--- src/rtl/ppke_pkg.sv ---
// Package for the pulse parameter key editor: request and response types, key codes, bounds.
package ppke_pkg;

   // Request and response payloads
   typedef struct packed {
      logic       func;
      logic [2:0] key;
      logic [7:0] stored_scale;
      logic [7:0] stored_period;
      logic [7:0] stored_width;
   } req_type;

   typedef struct packed {
      logic [3:0] scale;
      logic [7:0] period;
      logic [7:0] width;
      logic [1:0] field_sel;
      logic       refresh;
      logic       save;
   } rsp_type;

   // Request functions
   localparam logic FUNC_POLL = 1'b0;
   localparam logic FUNC_LOAD = 1'b1;

   // Key codes
   localparam logic [2:0] KEY_NONE  = 3'd0;
   localparam logic [2:0] KEY_LEFT  = 3'd1;
   localparam logic [2:0] KEY_RIGHT = 3'd2;
   localparam logic [2:0] KEY_UP    = 3'd3;
   localparam logic [2:0] KEY_DOWN  = 3'd4;

   // Selected field codes
   localparam logic [1:0] SEL_PERIOD = 2'd0;
   localparam logic [1:0] SEL_WIDTH  = 2'd1;
   localparam logic [1:0] SEL_SCALE  = 2'd2;
   localparam logic [1:0] SEL_SPARE  = 2'd3;

   // Bounds and defaults
   localparam logic [3:0] SCALE_MAX      = 4'd14;
   localparam logic [7:0] SCALE_LOAD_MAX = 8'd14;
   localparam logic [7:0] PERIOD_MAX     = 8'd255;
   localparam logic [7:0] PERIOD_MIN     = 8'd10;
   localparam logic [7:0] WIDTH_MIN      = 8'd1;
   localparam logic [7:0] PERIOD_DEF     = 8'd200;
   localparam logic [7:0] WIDTH_DEF      = 8'd10;
   localparam logic [7:0] STORED_BLANK   = 8'hff;
   localparam logic [6:0] SAVE_DELAY_RST = 7'd100;

endpackage

--- src/rtl/pulse_param_key_editor.sv ---
// Top level of the pulse parameter key editor: settings registers, key logic, response buffer.
//
// Usage
//   req_*  : one request per key poll (func 0) or per load of stored bytes (func 1).
//   rsp_*  : exactly one response per request, in request order, carrying the current
//            scale, period, width, selected field and the refresh and save flags.
//   csr_*  : write of save_delay (7 bit); csr_ready is always high. Write only while idle.
// Response : each response is registered into the response buffer when its request is accepted.
// Throughput: one request per cycle while req_ready is high; the settings update in a single pass of short
//            logic from the settings registers into a two-entry response buffer.
// Stall    : with rsp_ready low the buffer takes one more request, then req_ready
//            drops until the receiver takes a response.
// Reset    : synchronous, active high; scale 0, period 200, width 10, period selected,
//            a refresh pending, save_delay 100, response buffer empty.
module pulse_param_key_editor (
   input  logic              clock,
   input  logic              reset,
   input  logic              req_valid,
   output logic              req_ready,
   input  ppke_pkg::req_type req_data,
   output logic              rsp_valid,
   input  logic              rsp_ready,
   output ppke_pkg::rsp_type rsp_data,
   input  logic              csr_valid,
   output logic              csr_ready,
   input  logic [6:0]        csr_data
);

   // Settings and control registers
   logic [6:0] save_delay_ff;
   logic [3:0] scale_ff,   scale_in;
   logic [7:0] period_ff,  period_in;
   logic [7:0] width_ff,   width_in;
   logic [1:0] sel_ff,     sel_in;
   logic [2:0] last_key_ff, last_key_in;
   logic       pending_ff, pending_in;
   logic [6:0] idle_ff,    idle_in;
   logic       refresh_flag;
   logic       save_flag;

   // Response buffer: head slot and one spare slot
   ppke_pkg::rsp_type head_ff, spare_ff, rsp_new;
   logic [1:0]        count_ff;
   logic              push;
   logic              pop;

   assign req_ready = (count_ff != 2'd2);
   assign push      = req_valid && req_ready;
   assign rsp_valid = (count_ff != 2'd0);
   assign pop       = rsp_valid && rsp_ready;
   assign rsp_data  = head_ff;
   assign csr_ready = 1'b1;

   // Next settings for the request at the port
   always_comb begin
      logic [7:0] p;
      logic [7:0] w;
      logic [7:0] p_dec;
      logic       pend;
      logic [6:0] idle;
      scale_in     = scale_ff;
      period_in    = period_ff;
      width_in     = width_ff;
      sel_in       = sel_ff;
      last_key_in  = last_key_ff;
      pending_in   = pending_ff;
      idle_in      = idle_ff;
      refresh_flag = 1'b0;
      save_flag    = 1'b0;
      p            = req_data.stored_period;
      w            = req_data.stored_width;
      p_dec        = period_ff - 8'd1;
      pend         = pending_ff;
      idle         = idle_ff;
      if (req_data.func == ppke_pkg::FUNC_LOAD) begin
         // Load: check stored bytes, blank store gives the defaults
         scale_in = (req_data.stored_scale > ppke_pkg::SCALE_LOAD_MAX) ?
                    4'd0 : req_data.stored_scale[3:0];
         if (p == ppke_pkg::STORED_BLANK && w == ppke_pkg::STORED_BLANK) begin
            p = ppke_pkg::PERIOD_DEF;
            w = ppke_pkg::WIDTH_DEF;
         end
         if (w >= p) begin
            w = p - 8'd1;
         end
         period_in  = p;
         width_in   = w;
         pending_in = 1'b1;
         idle_in    = save_delay_ff;
      end else begin
         // Poll: a key acts only on a change
         if (req_data.key != last_key_ff) begin
            case (req_data.key)
               ppke_pkg::KEY_LEFT: begin
                  sel_in = (sel_ff >= ppke_pkg::SEL_SCALE) ? ppke_pkg::SEL_PERIOD :
                           sel_ff + 2'd1;
                  pend = 1'b1;
               end
               ppke_pkg::KEY_RIGHT: begin
                  sel_in = (sel_ff == ppke_pkg::SEL_PERIOD || sel_ff == ppke_pkg::SEL_SPARE) ?
                           ppke_pkg::SEL_SCALE : sel_ff - 2'd1;
                  pend = 1'b1;
               end
               ppke_pkg::KEY_UP: begin
                  pend = 1'b0;
                  case (sel_ff)
                     ppke_pkg::SEL_PERIOD: begin
                        if (period_ff < ppke_pkg::PERIOD_MAX) begin
                           period_in = period_ff + 8'd1;
                           pend      = 1'b1;
                        end
                     end
                     ppke_pkg::SEL_WIDTH: begin
                        if (period_ff != 8'd0 && width_ff < p_dec) begin
                           width_in = width_ff + 8'd1;
                           pend     = 1'b1;
                        end
                     end
                     ppke_pkg::SEL_SCALE: begin
                        if (scale_ff < ppke_pkg::SCALE_MAX) begin
                           scale_in = scale_ff + 4'd1;
                           pend     = 1'b1;
                        end
                     end
                     default: begin
                        pend = 1'b0;
                     end
                  endcase
               end
               ppke_pkg::KEY_DOWN: begin
                  pend = 1'b0;
                  case (sel_ff)
                     ppke_pkg::SEL_PERIOD: begin
                        if (period_ff > ppke_pkg::PERIOD_MIN) begin
                           period_in = p_dec;
                           width_in  = (width_ff >= p_dec) ? p_dec - 8'd1 : width_ff;
                           pend      = 1'b1;
                        end
                     end
                     ppke_pkg::SEL_WIDTH: begin
                        if (width_ff > ppke_pkg::WIDTH_MIN) begin
                           width_in = width_ff - 8'd1;
                           pend     = 1'b1;
                        end
                     end
                     ppke_pkg::SEL_SCALE: begin
                        if (scale_ff != 4'd0) begin
                           scale_in = scale_ff - 4'd1;
                           pend     = 1'b1;
                        end
                     end
                     default: begin
                        pend = 1'b0;
                     end
                  endcase
               end
               default: begin
                  pend = pending_ff;
               end
            endcase
         end
         // Refresh restarts the idle count; save once the count meets the delay
         if (pend) begin
            refresh_flag = 1'b1;
            pend         = 1'b0;
            idle         = 7'd0;
         end
         if (idle < save_delay_ff) begin
            idle      = idle + 7'd1;
            save_flag = (idle == save_delay_ff);
         end
         last_key_in = req_data.key;
         pending_in  = pend;
         idle_in     = idle;
      end
   end

   // Response built from the updated settings
   always_comb begin
      rsp_new.scale     = scale_in;
      rsp_new.period    = period_in;
      rsp_new.width     = width_in;
      rsp_new.field_sel = sel_in;
      rsp_new.refresh   = refresh_flag;
      rsp_new.save      = save_flag;
   end

   // Settings, configuration and buffer fill level
   always_ff @(posedge clock) begin
      if (reset) begin
         save_delay_ff <= ppke_pkg::SAVE_DELAY_RST;
         scale_ff      <= 4'd0;
         period_ff     <= ppke_pkg::PERIOD_DEF;
         width_ff      <= ppke_pkg::WIDTH_DEF;
         sel_ff        <= ppke_pkg::SEL_PERIOD;
         last_key_ff   <= ppke_pkg::KEY_NONE;
         pending_ff    <= 1'b1;
         idle_ff       <= ppke_pkg::SAVE_DELAY_RST;
         count_ff      <= 2'd0;
      end else begin
         if (csr_valid) begin
            save_delay_ff <= csr_data;
         end
         if (push) begin
            scale_ff    <= scale_in;
            period_ff   <= period_in;
            width_ff    <= width_in;
            sel_ff      <= sel_in;
            last_key_ff <= last_key_in;
            pending_ff  <= pending_in;
            idle_ff     <= idle_in;
         end
         if (push && !pop) begin
            count_ff <= count_ff + 2'd1;
         end else if (pop && !push) begin
            count_ff <= count_ff - 2'd1;
         end
      end
   end

   // Response buffer payload
   always_ff @(posedge clock) begin
      case (count_ff)
         2'd0: begin
            if (push) begin
               head_ff <= rsp_new;
            end
         end
         2'd1: begin
            if (push && pop) begin
               head_ff <= rsp_new;
            end else if (push) begin
               spare_ff <= rsp_new;
            end
         end
         2'd2: begin
            if (pop) begin
               head_ff <= spare_ff;
            end
         end
         default: begin
            head_ff <= head_ff;
         end
      endcase
   end

endmodule

--- config.mk ---
export PLATFORM = sky130hd
export DESIGN_NAME = pulse_param_key_editor
export DESIGN_NICKNAME = d
export VERILOG_FILES = /design/src/rtl/ppke_pkg.sv /design/src/rtl/pulse_param_key_editor.sv
export SDC_FILE = /design/constraint.sdc
export NUM_CORES = 1
export LEC_CHECK = 0
export BUFFER_PORTS_ARGS = -buffer_cell sky130_fd_sc_hd__buf_2
export CAP_MARGIN = 20
export CORE_MARGIN = 3
export CORE_UTILIZATION = 55
export DETAILED_ROUTE_END_ITERATION = 8
export GPL_TIMING_DRIVEN = 0
export PLACE_DENSITY = 0.78
export SYNTH_ARGS = -nofsm -noshare
export SYNTH_HDL_FRONTEND = slang
export SYNTH_SLANG_ARGS = --single-unit
--- constraint.sdc ---
create_clock -name clock -period 5.6 [get_ports clock]
set_clock_uncertainty 0.1 [all_clocks]
set_input_delay 0.84 -clock clock [delete_from_list [all_inputs] [get_ports clock]]
set_output_delay 0.84 -clock clock [all_outputs]
set_load 0.02 [all_outputs]
==> results.json <==
{
  "post-place-ws_ns": -0.504,
  "place_hpwl_um": 16000,
  "async_flop_share": 0,
  "min_path_cells": 2,
  "peakVddDrop_mv": 0.304,
  "synthFlopType": "edfxtp_1",
  "h-tree-depth": 3,
  "grt_start_max_net_pins": 25,
  "drc_errors": 0,
  "ff2ff_path_depth": 20,
  "die_h_um": 118,
  "power_frac_seq": 0.356,
  "p_sw_frac": 0.409,
  "ys_types": 80,
  "drt_iter0_markers": 802,
  "path_max_fanout": 7,
  "clk-insertion-delay-late_ns": 0.37,
  "io_buffers": 64,
  "period_needed_ns": 5.49,
  "synth_compound_area_frac": 0.243,
  "tightest_slew_ns": 0.982,
  "synth_fa_ha_area_frac": 0.0845,
  "syn_area_um2": 6920,
  "hp-class": "reg2reg",
  "status": "finished, final reports clean",
  "p_leak_nw": 3.20,
  "firstDrtPassIters": 7,
  "die_area_um2": 14000,
  "row_count": 40,
  "path_clk_slew_ns": 0.07,
  "clk_path_buf_depth": 2,
  "grt_overflow_total": 0,
  "cts.sinks": 90,
  "clock.fmax_mhz": 182,
  "hold_violations": 0,
  "r2r_slack_ns": 0.11,
  "pin_count": 67,
  "drt_wl_total_um": 21600,
  "ys_ff_latch": 90,
  "arrival_ns": 5.58,
  "grt_pass1_vias": 6616,
  "antenna_found_initial": 0,
  "cts_made_buffers": 9,
  "cp-end-kind": "flop",
  "ys_seq_area_frac": 0.330,
  "cts-root-buf": "clkbuf_16",
  "max-cap-violations": 0,
  "vias": 6907,
  "fin_ws_ns": 0.107,
  "syn_area_per_cell_um2": 8.33,
  "p_int_mw": 1.65,
  "fin_nets": 1006,
  "cp.required_ns": 5.68,
  "wl_per_cell_um": 19.8,
  "cellPowerDensity_nw_per_um2": 350,
  "via_per_inst": 6.31,
  "synthCells": 830,
  "min-delay-start": "last_key_ff[2]",
  "slew-limit-headroom": 0.337,
  "comb_power_share": 0.435,
  "start_util": 0.569,
  "grt_pass1_wl_um": 34000,
  "gp_congestion": 0.977,
  "timing.rr.start": "period_ff[1]",
  "core_um2": 12200,
  "finalSetupViolations": 0,
  "slew_violations": 0,
  "postRouteAntennaNets": 0,
  "track_usage": 0.305,
  "whs_endpoint": "last_key_ff[2]",
  "setup_tns_ns": 0,
  "start_kind": "flop",
  "area_delta_synth_final_pct": 15.2,
  "p_sw_mw": 1.14,
  "clkPwrFrac": 0.209,
  "synth-edff-count": 48,
  "drive_gt1_frac": 0.162,
  "period_share": 0.981,
  "syn-num-nets": 915,
  "synth-simple-area-share": 0.190,
  "cts_tree": "done",
  "synth_top_family_by_area": "compound AO/OA/AOI/OAI gates",
  "critPathKind": "reg2reg",
  "die-width_um": 118,
  "r2r_end": "rsp_data[0]",
  "synth-xor-area-share": 0.0494,
  "synth.area.mux_share": 0.0438,
  "yosys_warnings": 0,
  "cts_hold_buffers": 0,
  "n_antenna_cell": 0
}
==> cells by family after synthesis <==
family	Yosys count
compound gates	247
xor+xnor	39
fa+ha+maj	47
buf+inv	103
flops	90
mux	28
other cells	1
simple gates	275
==> through the flow <==
step	total power, mW	hold WS (ns)	area, um2	instances	utilization
final	2.79	0.390	7970	1094	0.655
after global placement	2.10	0.373	7450	1062	0.612
after detailed placement	2.14	0.380	7480	1063	0.615
after CTS	2.74	0.389	7860	1086	0.646
after floorplan	1.78	0.365	6920	830	-
after global routing	2.93	0.422	7970	1094	0.655
==> critical path: stages, from the launching register on <==
cell	delay, ns
dfxtp_4	0.37
or4_4	0.52
or3_4	0.42
nor2_4	0.14
xnor2_2	0.14
ha_1	0.27
and2_4	0.16
a311o_1	0.29
a211o_1	0.34
a31oi_4	0.21
o22ai_4	0.11
clkbuf_8	0.17
and2_4	0.15
ha_1	0.29
a21o_1	0.18
a21oi_2	0.19
maj3_2	0.23
o21a_1	0.15
o21ai_2	0.07
a2111o_1	0.45
o41ai_2	0.33
==> synthesized netlist by cell type (all sizes together), types with 3 or more instances <==
cell type,count,area (um2)
or3,11,73.8
a21o,11,82.6
a211oi,12,95.1
o21a,10,75.1
a21oi,55,275
a31oi,9,71.3
o32ai,4,35.0
nand3,28,140
inv,47,176
dfxtp,42,841
xor2,14,123
a211o,4,35.0
mux2,18,203
a32oi,3,26.3
a22oi,6,45.0
or2,4,25.0
clkbuf,44,165
o311a,3,30.0
nor4,7,43.8
nand2,93,349
and2,16,103
o22ai,8,63.8
edfxtp,48,1440
o31ai,10,75.1
o21ai,61,305
mux2i,10,100
o221ai,4,35.0
a221o,3,30.0
nor2b,6,37.5
a221oi,3,26.3
ha,45,563
o211ai,12,90.1
nand4,8,50.1
nor3,16,80.1
xnor2,25,219
nand2b,5,31.3
nor2,61,229
buf,12,65.1
o2111ai,3,26.3
and3,8,50.1
==> power groups by stage <==
stage / logic, mW / clock network, mW / registers (mW)
floorplan: 0.665 / 0 / 1.11
global placement: 1.10 / 0 / 1.00
detailed placement: 1.14 / 0 / 1.00
CTS: 1.17 / 0.587 / 0.991
global route: 1.31 / 0.616 / 1.01
finish: 1.21 / 0.583 / 0.994
==> cell type report <==
cell class / count / area [um2]
Clock inverter: 6 / 50.0
Clock buffer: 10 / 229
Sequential cell: 90 / 2290
Multi-Input combinational cell: 637 / 4300
Fill cell: 1074 / 4200
Tap cell: 168 / 210
Buffer: 55 / 229
Timing Repair Buffer: 81 / 475
Inverter: 47 / 180
==> metal layers <==
| metal | share of wire | routed length, um | track usage |
|---|---|---|---|
| met1 | 0.39 | 8470 | 0.378 |
| met2 | 0.47 | 10100 | 0.497 |
| met3 | 0.094 | 2040 | 0.0703 |
| met4 | 0.046 | 987 | 0.152 |
| met5 | 0 | 0 | 0 |
==> how the worst max path moves through the flow <==
stage                     cells after the start     endpoint    startpoint
after global placement                       22  rsp_data[0]  period_ff[0]
final                                        20  rsp_data[0]  period_ff[1]
after global routing                         22  rsp_data[0]  period_ff[1]
after floorplan                              21  rsp_data[0]  period_ff[0]
after detailed placement                     22  rsp_data[0]  period_ff[0]
after CTS                                    21  rsp_data[0]  period_ff[0]
==> repair_timing <==
item,CTS,global route
cloned,0,0
resized for setup,12,11
endpoints found under the setup margin,9,8
pin swaps,6,15
buffers inserted,7,8
hold endpoints to repair,0,0
==> placed cells by master, fill, tap and decap left out, drive strengths merged, types with 14 or more instances in the layout <==
master,synthesis,routed
nand2,93,93
buf,12,92
nor2,61,61
o21ai,61,61
a21oi,55,55
clkbuf,44,54
edfxtp,48,48
inv,47,48
ha,45,45
dfxtp,42,42
nand3,28,28
xnor2,25,25
mux2,18,18
nor3,16,16
and2,16,16
xor2,14,14
==> flip-flops by register name, indices dropped and copies added (netlist names) <==
register and count:
period_ff 8, rsp_data 24, last_key_ff 3, width_ff 8, count_ff 2, idle_ff 7
save_delay_ff 7, spare_ff 24, pending_ff 1, scale_ff 4, sel_ff 2
Power figures use the tool's default switching activity.
